[src/hw/rtl/dwfs_pkg.sv]
`default_nettype none

package dwfs_pkg;

  localparam int unsigned NUM_SLOTS_DEF   = 8;
  localparam int unsigned DELAY_BITS_DEF  = 16;
  localparam int unsigned RANDOM_BITS_DEF = 32;

  // field widths on the stream ports
  localparam int unsigned ACTION_BITS    = 3;
  localparam int unsigned FACE_BITS      = 6;
  localparam int unsigned DELAY_IN_BITS  = 16;
  localparam int unsigned MASK_BITS      = 64;
  localparam int unsigned RANDOM_IN_BITS = 32;
  localparam int unsigned STATUS_BITS    = 2;
  localparam int unsigned WSUM_OUT_BITS  = 22;

  // input tdata layout, lowest field first
  localparam int unsigned OFS_FACE  = 0;
  localparam int unsigned OFS_DELAY = OFS_FACE + FACE_BITS;
  localparam int unsigned OFS_MASK  = OFS_DELAY + DELAY_IN_BITS;
  localparam int unsigned OFS_RND   = OFS_MASK + MASK_BITS;
  localparam int unsigned S_TDATA_RAW = OFS_RND + RANDOM_IN_BITS;
  localparam int unsigned S_TDATA_W   = ((S_TDATA_RAW + 7) / 8) * 8;
  localparam int unsigned S_TUSER_W   = ACTION_BITS;

  // output tdata layout
  localparam int unsigned M_TDATA_RAW = FACE_BITS + WSUM_OUT_BITS;
  localparam int unsigned M_TDATA_W   = ((M_TDATA_RAW + 7) / 8) * 8;
  localparam int unsigned M_TUSER_W   = STATUS_BITS;

  // random word is multiplied in slices of this many bits, one slice a cycle
  localparam int unsigned CHUNK_BITS = 16;

  typedef enum logic [ACTION_BITS-1:0] {
    ACT_ADD    = 3'd0,
    ACT_REMOVE = 3'd1,
    ACT_RECORD = 3'd2,
    ACT_EXPIRE = 3'd3,
    ACT_SELECT = 3'd4
  } action_e;

  typedef enum logic [STATUS_BITS-1:0] {
    STAT_OK     = 2'd0,
    STAT_ABSENT = 2'd1,
    STAT_FULL   = 2'd2,
    STAT_NONE   = 2'd3
  } status_e;

  typedef struct packed {
    logic load;
    logic apply;
    logic wsum;
    logic mul_step;
    logic pick;
    logic acc;
    logic out_load;
  } dp_cmd_t;

  typedef struct packed {
    logic is_select;
    logic pick_none;
    logic found;
    logic out_free;
  } dp_stat_t;

endpackage

`default_nettype wire

[src/hw/rtl/delay_weighted_face_selector_unit.sv]
// Table items (add, remove, record, expire) pass the states apply, weight sum and done;
// done loads the result once the output register is free. Select adds
// ceil(RANDOM_BITS/16) multiply steps, then walks the faces with one minimum-tree step and
// one accumulate step per face, plus one more minimum-tree step when none qualifies.
// One item at a time; s_axis_tready returns once the result is loaded, even if it waits.
// rst_ni is asynchronous, active low: clears valid bits, face count, delay total, handshake.
`default_nettype none

module delay_weighted_face_selector_unit #(
  parameter int unsigned NUM_SLOTS   = dwfs_pkg::NUM_SLOTS_DEF,
  parameter int unsigned DELAY_BITS  = dwfs_pkg::DELAY_BITS_DEF,
  parameter int unsigned RANDOM_BITS = dwfs_pkg::RANDOM_BITS_DEF
) (
  input  wire logic                           clk_i,
  input  wire logic                           rst_ni,
  input  wire logic                           s_axis_tvalid,
  output logic                                s_axis_tready,
  // face_id, delay_ms, eligible_mask, random_value, zero pad
  input  wire logic [dwfs_pkg::S_TDATA_W-1:0] s_axis_tdata,
  // action
  input  wire logic [dwfs_pkg::S_TUSER_W-1:0] s_axis_tuser,
  output logic                                m_axis_tvalid,
  input  wire logic                           m_axis_tready,
  // chosen_face, weight_sum, zero pad
  output logic [dwfs_pkg::M_TDATA_W-1:0]      m_axis_tdata,
  // status
  output logic [dwfs_pkg::M_TUSER_W-1:0]      m_axis_tuser
);
  import dwfs_pkg::*;

  dp_cmd_t  dp_cmd;
  dp_stat_t dp_stat;

  dwfs_ctrl #(
    .RANDOM_BITS (RANDOM_BITS)
  ) u_ctrl (
    .clk_i      (clk_i),
    .rst_ni     (rst_ni),
    .s_tvalid_i (s_axis_tvalid),
    .s_tready_o (s_axis_tready),
    .stat_i     (dp_stat),
    .cmd_o      (dp_cmd)
  );

  dwfs_datapath #(
    .NUM_SLOTS   (NUM_SLOTS),
    .DELAY_BITS  (DELAY_BITS),
    .RANDOM_BITS (RANDOM_BITS)
  ) u_datapath (
    .clk_i      (clk_i),
    .rst_ni     (rst_ni),
    .cmd_i      (dp_cmd),
    .stat_o     (dp_stat),
    .s_tdata_i  (s_axis_tdata),
    .s_tuser_i  (s_axis_tuser),
    .m_tvalid_o (m_axis_tvalid),
    .m_tready_i (m_axis_tready),
    .m_tdata_o  (m_axis_tdata),
    .m_tuser_o  (m_axis_tuser)
  );

endmodule

`default_nettype wire

[src/hw/rtl/dwfs_ctrl.sv]
`default_nettype none

module dwfs_ctrl #(
  parameter int unsigned RANDOM_BITS = dwfs_pkg::RANDOM_BITS_DEF
) (
  input  wire logic               clk_i,
  input  wire logic               rst_ni,
  input  wire logic               s_tvalid_i,
  output logic                    s_tready_o,
  input  wire dwfs_pkg::dp_stat_t stat_i,
  output dwfs_pkg::dp_cmd_t       cmd_o
);
  import dwfs_pkg::*;

  localparam int unsigned NCH  = (RANDOM_BITS + CHUNK_BITS - 1) / CHUNK_BITS;
  localparam int unsigned MC_W = (NCH > 1) ? $clog2(NCH) : 1;

  typedef enum logic [2:0] {
    S_IDLE,
    S_APPLY,
    S_WSUM,
    S_MUL,
    S_PICK,
    S_ACC,
    S_DONE
  } state_e;

  state_e          state_q, state_d;
  logic            ready_q, ready_d;
  logic [MC_W-1:0] mcnt_q, mcnt_d;

  always_comb begin
    state_d = state_q;
    ready_d = ready_q;
    mcnt_d  = mcnt_q;
    cmd_o   = '0;
    unique case (state_q)
      S_IDLE: begin
        if (ready_q && s_tvalid_i) begin
          cmd_o.load = 1'b1;
          ready_d    = 1'b0;
          state_d    = S_APPLY;
        end
      end
      S_APPLY: begin
        cmd_o.apply = 1'b1;
        state_d     = S_WSUM;
      end
      S_WSUM: begin
        cmd_o.wsum = 1'b1;
        mcnt_d     = '0;
        state_d    = stat_i.is_select ? S_MUL : S_DONE;
      end
      S_MUL: begin
        cmd_o.mul_step = 1'b1;
        mcnt_d         = mcnt_q + 1'b1;
        if (mcnt_q == MC_W'(NCH - 1)) begin
          state_d = S_PICK;
        end
      end
      S_PICK: begin
        cmd_o.pick = 1'b1;
        state_d    = stat_i.pick_none ? S_DONE : S_ACC;
      end
      S_ACC: begin
        cmd_o.acc = 1'b1;
        state_d   = stat_i.found ? S_DONE : S_PICK;
      end
      S_DONE: begin
        if (stat_i.out_free) begin
          cmd_o.out_load = 1'b1;
          ready_d        = 1'b1;
          state_d        = S_IDLE;
        end
      end
      default: begin
        state_d = S_IDLE;
      end
    endcase
  end

  always_ff @(posedge clk_i or negedge rst_ni) begin
    if (!rst_ni) begin
      state_q <= S_IDLE;
      ready_q <= 1'b1;
      mcnt_q  <= '0;
    end else begin
      state_q <= state_d;
      ready_q <= ready_d;
      mcnt_q  <= mcnt_d;
    end
  end

  assign s_tready_o = ready_q;

endmodule

`default_nettype wire

[src/hw/rtl/dwfs_datapath.sv]
`default_nettype none

module dwfs_datapath #(
  parameter int unsigned NUM_SLOTS   = dwfs_pkg::NUM_SLOTS_DEF,
  parameter int unsigned DELAY_BITS  = dwfs_pkg::DELAY_BITS_DEF,
  parameter int unsigned RANDOM_BITS = dwfs_pkg::RANDOM_BITS_DEF
) (
  input  wire logic                              clk_i,
  input  wire logic                              rst_ni,
  input  wire dwfs_pkg::dp_cmd_t                 cmd_i,
  output dwfs_pkg::dp_stat_t                     stat_o,
  input  wire logic [dwfs_pkg::S_TDATA_W-1:0]    s_tdata_i,
  input  wire logic [dwfs_pkg::S_TUSER_W-1:0]    s_tuser_i,
  output logic                                   m_tvalid_o,
  input  wire logic                              m_tready_i,
  output logic [dwfs_pkg::M_TDATA_W-1:0]         m_tdata_o,
  output logic [dwfs_pkg::M_TUSER_W-1:0]         m_tuser_o
);
  import dwfs_pkg::*;

  localparam int unsigned SLOT_W = $clog2(NUM_SLOTS);
  localparam int unsigned CNT_W  = $clog2(NUM_SLOTS + 1);
  localparam int unsigned TD_W   = DELAY_BITS + SLOT_W;
  localparam int unsigned WS_W   = DELAY_BITS + 2 * SLOT_W;
  localparam int unsigned NCH    = (RANDOM_BITS + CHUNK_BITS - 1) / CHUNK_BITS;
  localparam int unsigned RND_W  = NCH * CHUNK_BITS;
  localparam int unsigned PW     = RND_W + WS_W + 1;
  localparam int unsigned KEY_W  = DELAY_BITS + FACE_BITS;
  localparam int unsigned P      = 1 << SLOT_W;

  // latched item
  action_e                act_q;
  logic [FACE_BITS-1:0]   face_q;
  logic [DELAY_BITS-1:0]  din_q;
  logic [MASK_BITS-1:0]   mask_q;
  logic [RND_W-1:0]       rnd_q;

  // face table
  logic [NUM_SLOTS-1:0]   valid_q;
  logic [FACE_BITS-1:0]   face_tab_q [NUM_SLOTS];
  logic [DELAY_BITS-1:0]  dly_q      [NUM_SLOTS];
  logic [TD_W-1:0]        total_q;
  logic [CNT_W-1:0]       cnt_q;

  // select work registers
  logic [WS_W-1:0]        wsum_q;
  logic [PW-1:0]          acc_q;
  logic [NUM_SLOTS-1:0]   used_q;
  logic [WS_W-1:0]        cum_q;
  logic [TD_W-1:0]        best_w_q;
  logic [FACE_BITS-1:0]   best_face_q;
  status_e                res_status_q;
  logic [FACE_BITS-1:0]   res_face_q;

  // output register
  logic                     m_valid_q;
  status_e                  m_status_q;
  logic [FACE_BITS-1:0]     m_face_q;
  logic [WSUM_OUT_BITS-1:0] m_wsum_q;

  // input field extraction, delay and random word cut to their used widths
  logic [DELAY_BITS+DELAY_IN_BITS-1:0] dly_ext;
  logic [RANDOM_BITS+RANDOM_IN_BITS-1:0] rnd_ext;
  logic [RND_W+RANDOM_BITS-1:0]          rnd_pad;
  assign dly_ext = {{DELAY_BITS{1'b0}}, s_tdata_i[OFS_DELAY +: DELAY_IN_BITS]};
  assign rnd_ext = {{RANDOM_BITS{1'b0}}, s_tdata_i[OFS_RND +: RANDOM_IN_BITS]};
  assign rnd_pad = {{RND_W{1'b0}}, rnd_ext[RANDOM_BITS-1:0]};

  // lookup of the face and the lowest free slot
  logic [NUM_SLOTS-1:0] hit;
  logic                 hit_any;
  logic [SLOT_W-1:0]    hit_idx;
  logic [NUM_SLOTS-1:0] free_vec, free_low;
  logic                 free_any;
  logic [SLOT_W-1:0]    free_idx;
  logic [DELAY_BITS-1:0] old_dly, new_dly;

  always_comb begin
    hit_idx  = '0;
    free_idx = '0;
    for (int i = 0; i < NUM_SLOTS; i++) begin
      hit[i] = valid_q[i] && (face_tab_q[i] == face_q);
    end
    free_vec = ~valid_q;
    free_low = free_vec & (~free_vec + 1'b1);
    for (int i = 0; i < NUM_SLOTS; i++) begin
      hit_idx  = hit_idx  | (hit[i]      ? SLOT_W'(i) : '0);
      free_idx = free_idx | (free_low[i] ? SLOT_W'(i) : '0);
    end
  end

  assign hit_any  = |hit;
  assign free_any = |free_vec;
  assign old_dly  = dly_q[hit_idx];
  assign new_dly  = (act_q == ACT_EXPIRE) ? {DELAY_BITS{1'b1}} : din_q;

  // weight sum: every present face weighs total minus its own delay
  logic [CNT_W-1:0]      cnt_m1;
  logic [CNT_W+TD_W-1:0] wprod;
  assign cnt_m1 = (cnt_q == '0) ? '0 : cnt_q - 1'b1;
  assign wprod  = cnt_m1 * total_q;

  // random word times (weight sum + 1), one slice a cycle, top slice first
  logic [WS_W:0]              w1;
  logic [CHUNK_BITS-1:0]      chunk;
  logic [CHUNK_BITS+WS_W:0]   part;
  logic [WS_W-1:0]            sel;
  assign w1    = {1'b0, wsum_q} + 1'b1;
  assign chunk = rnd_q[RND_W-1 -: CHUNK_BITS];
  assign part  = chunk * w1;
  assign sel   = acc_q[RANDOM_BITS +: WS_W];

  // minimum tree over (delay, face) of the faces not yet walked
  logic                 nv   [2*P];
  logic [KEY_W-1:0]     nkey [2*P];
  logic [SLOT_W-1:0]    nidx [2*P];

  always_comb begin
    for (int k = 0; k < 2 * P; k++) begin
      nv[k]   = 1'b0;
      nkey[k] = '0;
      nidx[k] = '0;
    end
    for (int i = 0; i < NUM_SLOTS; i++) begin
      nv[P+i]   = valid_q[i] && !used_q[i];
      nkey[P+i] = {dly_q[i], face_tab_q[i]};
      nidx[P+i] = SLOT_W'(i);
    end
    for (int k = P - 1; k >= 1; k--) begin
      if (nv[2*k] && (!nv[2*k+1] || (nkey[2*k] < nkey[2*k+1]))) begin
        nkey[k] = nkey[2*k];
        nidx[k] = nidx[2*k];
      end else begin
        nkey[k] = nkey[2*k+1];
        nidx[k] = nidx[2*k+1];
      end
      nv[k] = nv[2*k] || nv[2*k+1];
    end
  end

  logic [DELAY_BITS-1:0] best_dly;
  logic [FACE_BITS-1:0]  best_face;
  logic [WS_W-1:0]       cum_d;
  logic                  found;
  assign best_dly  = nkey[1][KEY_W-1:FACE_BITS];
  assign best_face = nkey[1][FACE_BITS-1:0];
  assign cum_d     = cum_q + WS_W'(best_w_q);
  assign found     = (sel <= cum_d) && mask_q[best_face_q];

  logic [WS_W+WSUM_OUT_BITS-1:0] wsum_ext;
  assign wsum_ext = {{WSUM_OUT_BITS{1'b0}}, wsum_q};

  // control state
  always_ff @(posedge clk_i or negedge rst_ni) begin
    if (!rst_ni) begin
      valid_q   <= '0;
      total_q   <= '0;
      cnt_q     <= '0;
      used_q    <= '0;
      m_valid_q <= 1'b0;
    end else begin
      if (cmd_i.apply) begin
        case (act_q)
          ACT_ADD: begin
            if (!hit_any && free_any) begin
              valid_q[free_idx] <= 1'b1;
              cnt_q             <= cnt_q + 1'b1;
            end
          end
          ACT_REMOVE: begin
            if (hit_any) begin
              valid_q[hit_idx] <= 1'b0;
              cnt_q            <= cnt_q - 1'b1;
              total_q          <= total_q - TD_W'(old_dly);
            end
          end
          ACT_RECORD, ACT_EXPIRE: begin
            if (hit_any) begin
              total_q <= total_q - TD_W'(old_dly) + TD_W'(new_dly);
            end
          end
          default: begin
          end
        endcase
      end
      if (cmd_i.wsum) begin
        used_q <= '0;
      end
      if (cmd_i.pick && nv[1]) begin
        used_q[nidx[1]] <= 1'b1;
      end
      if (cmd_i.out_load) begin
        m_valid_q <= 1'b1;
      end else if (m_tready_i) begin
        m_valid_q <= 1'b0;
      end
    end
  end

  // payload
  always_ff @(posedge clk_i) begin
    if (cmd_i.load) begin
      act_q  <= action_e'(s_tuser_i);
      face_q <= s_tdata_i[OFS_FACE +: FACE_BITS];
      din_q  <= dly_ext[DELAY_BITS-1:0];
      mask_q <= s_tdata_i[OFS_MASK +: MASK_BITS];
      rnd_q  <= rnd_pad[RND_W-1:0];
    end
    if (cmd_i.apply) begin
      res_status_q <= STAT_OK;
      res_face_q   <= '0;
      case (act_q)
        ACT_ADD: begin
          if (!hit_any) begin
            if (free_any) begin
              face_tab_q[free_idx] <= face_q;
              dly_q[free_idx]      <= '0;
            end else begin
              res_status_q <= STAT_FULL;
            end
          end
        end
        ACT_REMOVE: begin
          if (!hit_any) begin
            res_status_q <= STAT_ABSENT;
          end
        end
        ACT_RECORD, ACT_EXPIRE: begin
          if (hit_any) begin
            dly_q[hit_idx] <= new_dly;
          end else begin
            res_status_q <= STAT_ABSENT;
          end
        end
        ACT_SELECT: begin
          res_status_q <= STAT_NONE;
        end
        default: begin
        end
      endcase
    end
    if (cmd_i.wsum) begin
      wsum_q <= WS_W'(wprod);
      acc_q  <= '0;
      cum_q  <= '0;
    end
    if (cmd_i.mul_step) begin
      acc_q <= (acc_q << CHUNK_BITS) + PW'(part);
      rnd_q <= rnd_q << CHUNK_BITS;
    end
    if (cmd_i.pick) begin
      best_w_q    <= total_q - TD_W'(best_dly);
      best_face_q <= best_face;
    end
    if (cmd_i.acc) begin
      cum_q <= cum_d;
      if (found) begin
        res_status_q <= STAT_OK;
        res_face_q   <= best_face_q;
      end
    end
    if (cmd_i.out_load) begin
      m_status_q <= res_status_q;
      m_face_q   <= res_face_q;
      m_wsum_q   <= wsum_ext[WSUM_OUT_BITS-1:0];
    end
  end

  assign stat_o.is_select = (act_q == ACT_SELECT);
  assign stat_o.pick_none = !nv[1];
  assign stat_o.found     = found;
  assign stat_o.out_free  = !m_valid_q || m_tready_i;

  assign m_tvalid_o = m_valid_q;
  assign m_tdata_o  = {{(M_TDATA_W - M_TDATA_RAW){1'b0}}, m_wsum_q, m_face_q};
  assign m_tuser_o  = m_status_q;

endmodule

`default_nettype wire

[config.mk]
export PLATFORM = sky130hd
export DESIGN_NAME = delay_weighted_face_selector_unit
export DESIGN_NICKNAME = d
export VERILOG_FILES = /design/src/hw/rtl/dwfs_pkg.sv /design/src/hw/rtl/delay_weighted_face_selector_unit.sv /design/src/hw/rtl/dwfs_ctrl.sv /design/src/hw/rtl/dwfs_datapath.sv
export SDC_FILE = /design/constraint.sdc
export NUM_CORES = 2
export LEC_CHECK = 0
export BUFFER_PORTS_ARGS = -buffer_cell sky130_fd_sc_hd__buf_2
export CAP_MARGIN = 10
export CORE_MARGIN = 4
export CORE_UTILIZATION = 49
export CTS_CLUSTER_SIZE = 28
export DETAILED_ROUTE_END_ITERATION = 8
export HOLD_SLACK_MARGIN = 0.05
export PLACE_DENSITY = 0.64
export RECOVER_POWER = 50
export SLEW_MARGIN = 5
export SYNTH_ARGS = -nofsm -noshare
export SYNTH_HDL_FRONTEND = slang
export SYNTH_SLANG_ARGS = --single-unit
[constraint.sdc]
create_clock -name clk_i -period 11.9 [get_ports clk_i]
set_clock_uncertainty 0.1 [all_clocks]
set_input_delay 0.595 -clock clk_i [delete_from_list [all_inputs] [get_ports clk_i]]
set_output_delay 0.595 -clock clk_i [all_outputs]
set_load 0.01 [all_outputs]
; ---- After elaboration in Yosys (flattened, before gate mapping)
; Memory sizes are Yosys's and may differ from the RTL's.
; Index checks and enable logic that the tools add are counted.
[op_classes]
add_sub_neg = 10
mul = 2
magnitude_cmp = 15
eq_ne = 24
mux = 99
bitwise_logic = 19
reduce_logical = 82
[ops]
columns = cell, n
row1 = 22-bit two-way mux, 9
row2 = 22-bit less-than comparator, 7
row3 = 54-bit two-way mux, 2
row4 = 32-bit two-way mux, 2
row5 = 54-bit by 39-bit adder with 54-bit output, 1
row6 = 6-bit == test, 8
row7 = 3-bit two-way mux, 14
row8 = 16-bit by 23-bit multiplier with 39-bit output, 1
row9 = 19-bit two-way mux, 2
row10 = 19-bit one-hot mux with 2 select lines, 1
row11 = 19-bit by 16-bit subtractor with 19-bit output, 2
row12 = 3-bit OR, 12
row13 = 1-bit two-way mux, 34
row14 = 16-bit two-way mux, 2
row15 = 8-bit two-way mux, 4
row16 = 1-bit logical AND, 30
row17 = 2-bit two-way mux, 13
row18 = 8-bit NOT, 3
row19 = "22-bit by 1-bit adder with 23-bit output, second input constant", 1
row20 = 22-bit by 19-bit adder with 22-bit output, 1
row21 = 22-bit less-or-equal comparator, 1
row22 = 4-bit by 19-bit multiplier with 22-bit output, 1
row23 = 3-bit one-hot mux with 7 select lines, 1
row24 = 19-bit by 16-bit adder with 19-bit output, 1
row25 = other kinds (33), 98
[word_totals]
reg_bits = 327
ramBits = 176
inputBits = 127
elab_cells = 277
memories = 2
[memory_table]
columns = memory, words, width, read_ports, rd_ports_with_merged_regs, write_ports, line
row1 = u_datapath.dly_q, 8, 16, 9, 0, 1, dwfs_datapath.sv:41  ; logic [DELAY_BITS-1:0] dly_q [NUM_SLOTS];
row2 = u_datapath.face_tab_q, 8, 6, 8, 0, 1, dwfs_datapath.sv:40  ; logic [FACE_BITS-1:0] face_tab_q [NUM_SLOTS];

; ---- Depth between registers and ports, before layout
[logic_depth]
ltp_word = 20
ltp_mapped = 45

; ---- Cells and area by module
; Synthesis repeated with hierarchy kept, for this count alone.
[unflattened]
cells_unflattened = 4331
area_unflattened_um2 = 43389.1
[by_module_without_submodules]
columns = module, instances, cells_per_inst, area_per_inst_um2
row1 = dwfs_datapath, 1, 4294, 43050.0
row2 = dwfs_ctrl, 1, 37, 339.1

; ---- Worst setup path before layout
; Ideal clock, no wire load.
[synth_timing]
kind = register -> register
from = memory u_datapath.face_tab_q[4][4]
to = register u_datapath.best_w_q[18], data pin
arrival_ns = 9.018
required_ns = 11.529
path_slack_ns = 2.511
stages_incl_launch_ff = 40
n_path_buf = 3
cell_sequence = edfxtp_1 ha_1 o21ai_0 a2111oi_0 o41ai_1 a221oi_4 clkbuf_1 mux2i_1 inv_1 ha_1 and4_1 a221o_1 a211o_1 a211oi_1 a31oi_4 buf_4 mux2i_1 inv_1 (+4 left out) or3_1 or3_1 o31ai_4 buf_4 mux2_2 ha_1 fa_1 nor2b_1 o21ai_0 a21boi_0 o21ai_0 a21boi_0 o21ai_0 a21oi_1 o2111ai_1 a31oi_1 nor4_1 xor2_1
[synth_rtl]
columns = item, line
row1 = from (decl), dwfs_datapath.sv:40
row2 = to (signal assigned), dwfs_datapath.sv:252  ; best_w_q <= total_q - TD_W'(best_dly);
row3 = to (decl), dwfs_datapath.sv:50  ; logic [TD_W-1:0] best_w_q;

==> results by group <==
Run status
  – Outcome: finished with violations
  – Failing checks: max-capacitance violations, max-slew violations

Floorplan
  – Die Y: 306 um
  – Die Footprint: 93700 um^2
  – I/O pin count: 163
  – Die W: 306 um
  – Core area: 88200 um^2
  – Row Count: approximately 110
  – Initial core utilization: between 40% and 50%

Critical path
  – Crit. End Element: flop
  – CP arrival: 11380 ps
  – Setup CP Type: reg -> reg
  – R2R Path Start: u_datapath.dly_q[2][11]
  – Critical path's largest stage delay: roughly 860 ps
  – RR Endpoint: u_datapath.best_w_q[18]
  – Req. time, crit path: roughly 12000 ps
  – R2R setup slack: just under 800 ps
  – Worst Reg-to-Reg Cells: 40
  – Crit-path max FO: 33
  – Critical path launch point type: flop
  – CP max-delay cell: o22ai_4

Logic synthesis
  – Post-synth EDFFs: 434
  – Post-synth top area cell: edfxtp_1
  – Synthesized area: 43500 um^2
  – Largest family of logic cells by synthesized area: adder cells
  – Mapped Cells: 4304
  – Syn Area/Cell: 10.1 um^2
  – Simple-Gate Fraction of Synth Area: 13.8%
  – Asr flop ratio synth: under 10%
  – Synth cell types: 94
  – Ys Warns: 0
  – Top_reg_cell synth: edfxtp_1
  – Xor/xnor cell area share of the yosys netlist: 3.62%
  – Sequential share of the synthesized area: 33.6%
  – Top cell type's share of synthesized area: 29.9%
  – Synth Area in Compound Gates: 10.3%
  – Synth Register Bits: 503
  – Top post-synthesis cells by area: edfxtp_1, fa_1, ha_1
  – Adder-cell share of the synthesized area: between 20% and 30%
  – Post-synthesis mux area share: 4.29%

Timing
  – Finish-stage setup viols: 0
  – Setup TNS: 0 ps
  – Worst Max-Slew Pin Slew: 4300 ps
  – Setup ws final: slightly below 800 ps
  – Max transition margin: -187%
  – Fin. max-slew vios: 252
  – Min Tclk post-route: 11110 ps
  – Fin. Hold Viols: 0
  – Max Freq: 90.0 MHz
  – Unrepaired setup endpoints after global routing: no
  – Period utilization: 93.4%

Routing
  – Routed len/inst: 21.3 um
  – Via density: 5.66
  – DRT Wirelength: 123 mm
  – Iter 0 DRT Violations: 2619
  – Final ANT Viol Nets: 0
  – Drc violations: 0
  – Met3 wire len: 7.34 mm
  – DRT Pass-1 Iters: 6
  – Met2 routed WL: 59.5 mm
  – M1 wire length: 51.8 mm
  – Max Used Layer: met4
  – Via Count: 32700

Hold path
  – Hold Crit Endpoint: u_datapath.rnd_q[2]
  – Worst min-delay path category: in -> reg
  – Hold Path Depth: 3
  – HP Start: s_axis_tdata[88]

CTS
  – Clock H-tree levels: 2
  – CTS root buf: clkbuf_16
  – Clk slew on worst S/H paths: 60 ps
  – Clock sink count: about 500
  – TritonCTS buffer count: slightly below 60
  – CTS tree: built
  – Skew-Pair Late Insertion Delay: about 650 ps
  – Deepest clock path buffer count: 3

Global routing
  – Global-route wire length before repair: between 150 and 200 mm
  – Vias in the first global route: about 33000
  – Grt ovf: 0
  – Initial antenna violation count: 2
  – Largest net degree at the start of global routing: around 80
  – Global-route usage over all layers: 26.1%

Placement
  – Post-detail-place hpwl: 91.6 mm
  – GP Congestion: 0.934
  – Pre-CTS WS: roughly 1000 ps
  – IO buf count: 156

Cells and area
  – Nets@finish: around 5400
  – Most common cell after layout, fill and taps aside: inv_1
  – Most frequent cells in the layout: inv_1, nand2_1, edfxtp_1, ha_1, fa_1
  – Share of cells above drive strength 1: 8.09%
  – Area Growth Syn to Fin: 12.2%

Flow run
  – Max-cap violation count: 6
==> Yosys cell counts, drive strengths merged, types with 24 or more instances <==
| cell type | number |
|---|---|
| ha | 391 |
| nor3 | 56 |
| and2 | 144 |
| xor2 | 74 |
| a21o | 59 |
| o21ai | 122 |
| a21oi | 210 |
| nor2b | 48 |
| nand4 | 46 |
| o211ai | 34 |
| nand3 | 54 |
| mux2i | 126 |
| xnor2 | 106 |
| buf | 43 |
| edfxtp | 434 |
| nand2 | 497 |
| o21a | 34 |
| inv | 611 |
| dfxtp | 24 |
| dfrtp | 44 |
| clkbuf | 118 |
| nor2 | 254 |
| nand2b | 55 |
| fa | 353 |
==> per-stage QoR <==
stage | utilization [%] | cells | cell area, um^2 | hold WS (ps)
6_report | 55.3 | 5776 | 48800 | 96.9
4_1_cts | 55.4 | 5774 | 48900 | 52.1
5_1_grt | 55.3 | 5775 | 48800 | 89.8
2_1_floorplan | - | 4307 | 43500 | 199
3_3_place_gp | 52.0 | 5564 | 45900 | 315
3_5_place_dp | 52.0 | 5564 | 45900 | 312
==> layer usage <==
layer,global-route usage (%),up-vias
met5,0,-
met4,8.24,0
met3,3.17,213
met2,44.7,1032
met1,34.8,16300
li1,-,15200
==> worst max path at each step <==
stage / start / to / slack (ps) / depth (start not counted)
floorplan: u_datapath.face_tab_q[4][4] / u_datapath.best_w_q[18] / 2510 / 39
global placement: u_datapath.dly_q[2][13] / u_datapath.best_w_q[18] / 1030 / 40
detailed placement: u_datapath.dly_q[2][11] / u_datapath.best_w_q[18] / 1000 / 41
CTS: u_datapath.dly_q[2][11] / u_datapath.best_w_q[18] / 890 / 43
global route: u_datapath.dly_q[5][9] / u_datapath.best_w_q[18] / 120 / 44
finish: u_datapath.dly_q[2][11] / u_datapath.best_w_q[18] / 790 / 40
==> repair_timing <==
| item | CTS | global route |
|---|---|---|
| hold buffers | 100 | 0 |
| setup buffers | 0 | 0 |
| hold endpoints to repair | 143 | 0 |
| setup endpoints to repair | 0 | 0 |
| gates resized for setup | 0 | 0 |
==> flip-flops by register name (all words and copies together), names as in the netlist, 4 cells and up <==
name	cells
u_datapath.best_w_q	19
u_datapath.best_face_q	6
u_datapath.face_tab_q	48
u_datapath.rnd_q	32
u_datapath.m_face_q	6
u_datapath.acc_q	54
u_datapath.total_q	19
u_datapath.cum_q	22
u_datapath.din_q	16
u_datapath.mask_q	64
u_datapath.dly_q	128
u_datapath.cnt_q	4
u_datapath.m_wsum_q	22
u_datapath.wsum_q	22
u_datapath.valid_q	8
u_datapath.res_face_q	6
u_datapath.face_q	6
u_datapath.used_q	8
==> worst max-delay path, delay by kind of cell (launching register included) <==
family | cells | cell delay (ps)
multiplexers | 2 | 560
adder cells (fa/ha/maj) | 5 | 1660
XOR/XNOR | 1 | 170
AND/OR/NAND/NOR | 12 | 2580
buffers and inverters | 2 | 480
AO/OA/AOI/OAI | 18 | 4800
flip-flops | 1 | 440
==> cell type report <==
class / instances / area (um^2)
timing repair buffer: 353 / 2430
clock inverter: 36 / 445
inverter: 611 / 2290
clock buffer: 74 / 1560
multi-input combinational: 3032 / 26000
antenna: 2 / 5.00
tap: 1165 / 1460
sequential: 503 / 14600
fill: 7725 / 39400
==> kinds of logic after synthesis <==
| kind of cell | count (synthesis) |
|---|---|
| compound gates | 680 |
| xor+xnor | 180 |
| fa+ha+maj | 744 |
| buf+inv | 772 |
| flops | 503 |
| mux | 159 |
| other cells | 1 |
| simple gates | 1265 |
Power is not shown: default switching activity piles up to over one toggle a cycle in this logic, so the estimate is an artifact.
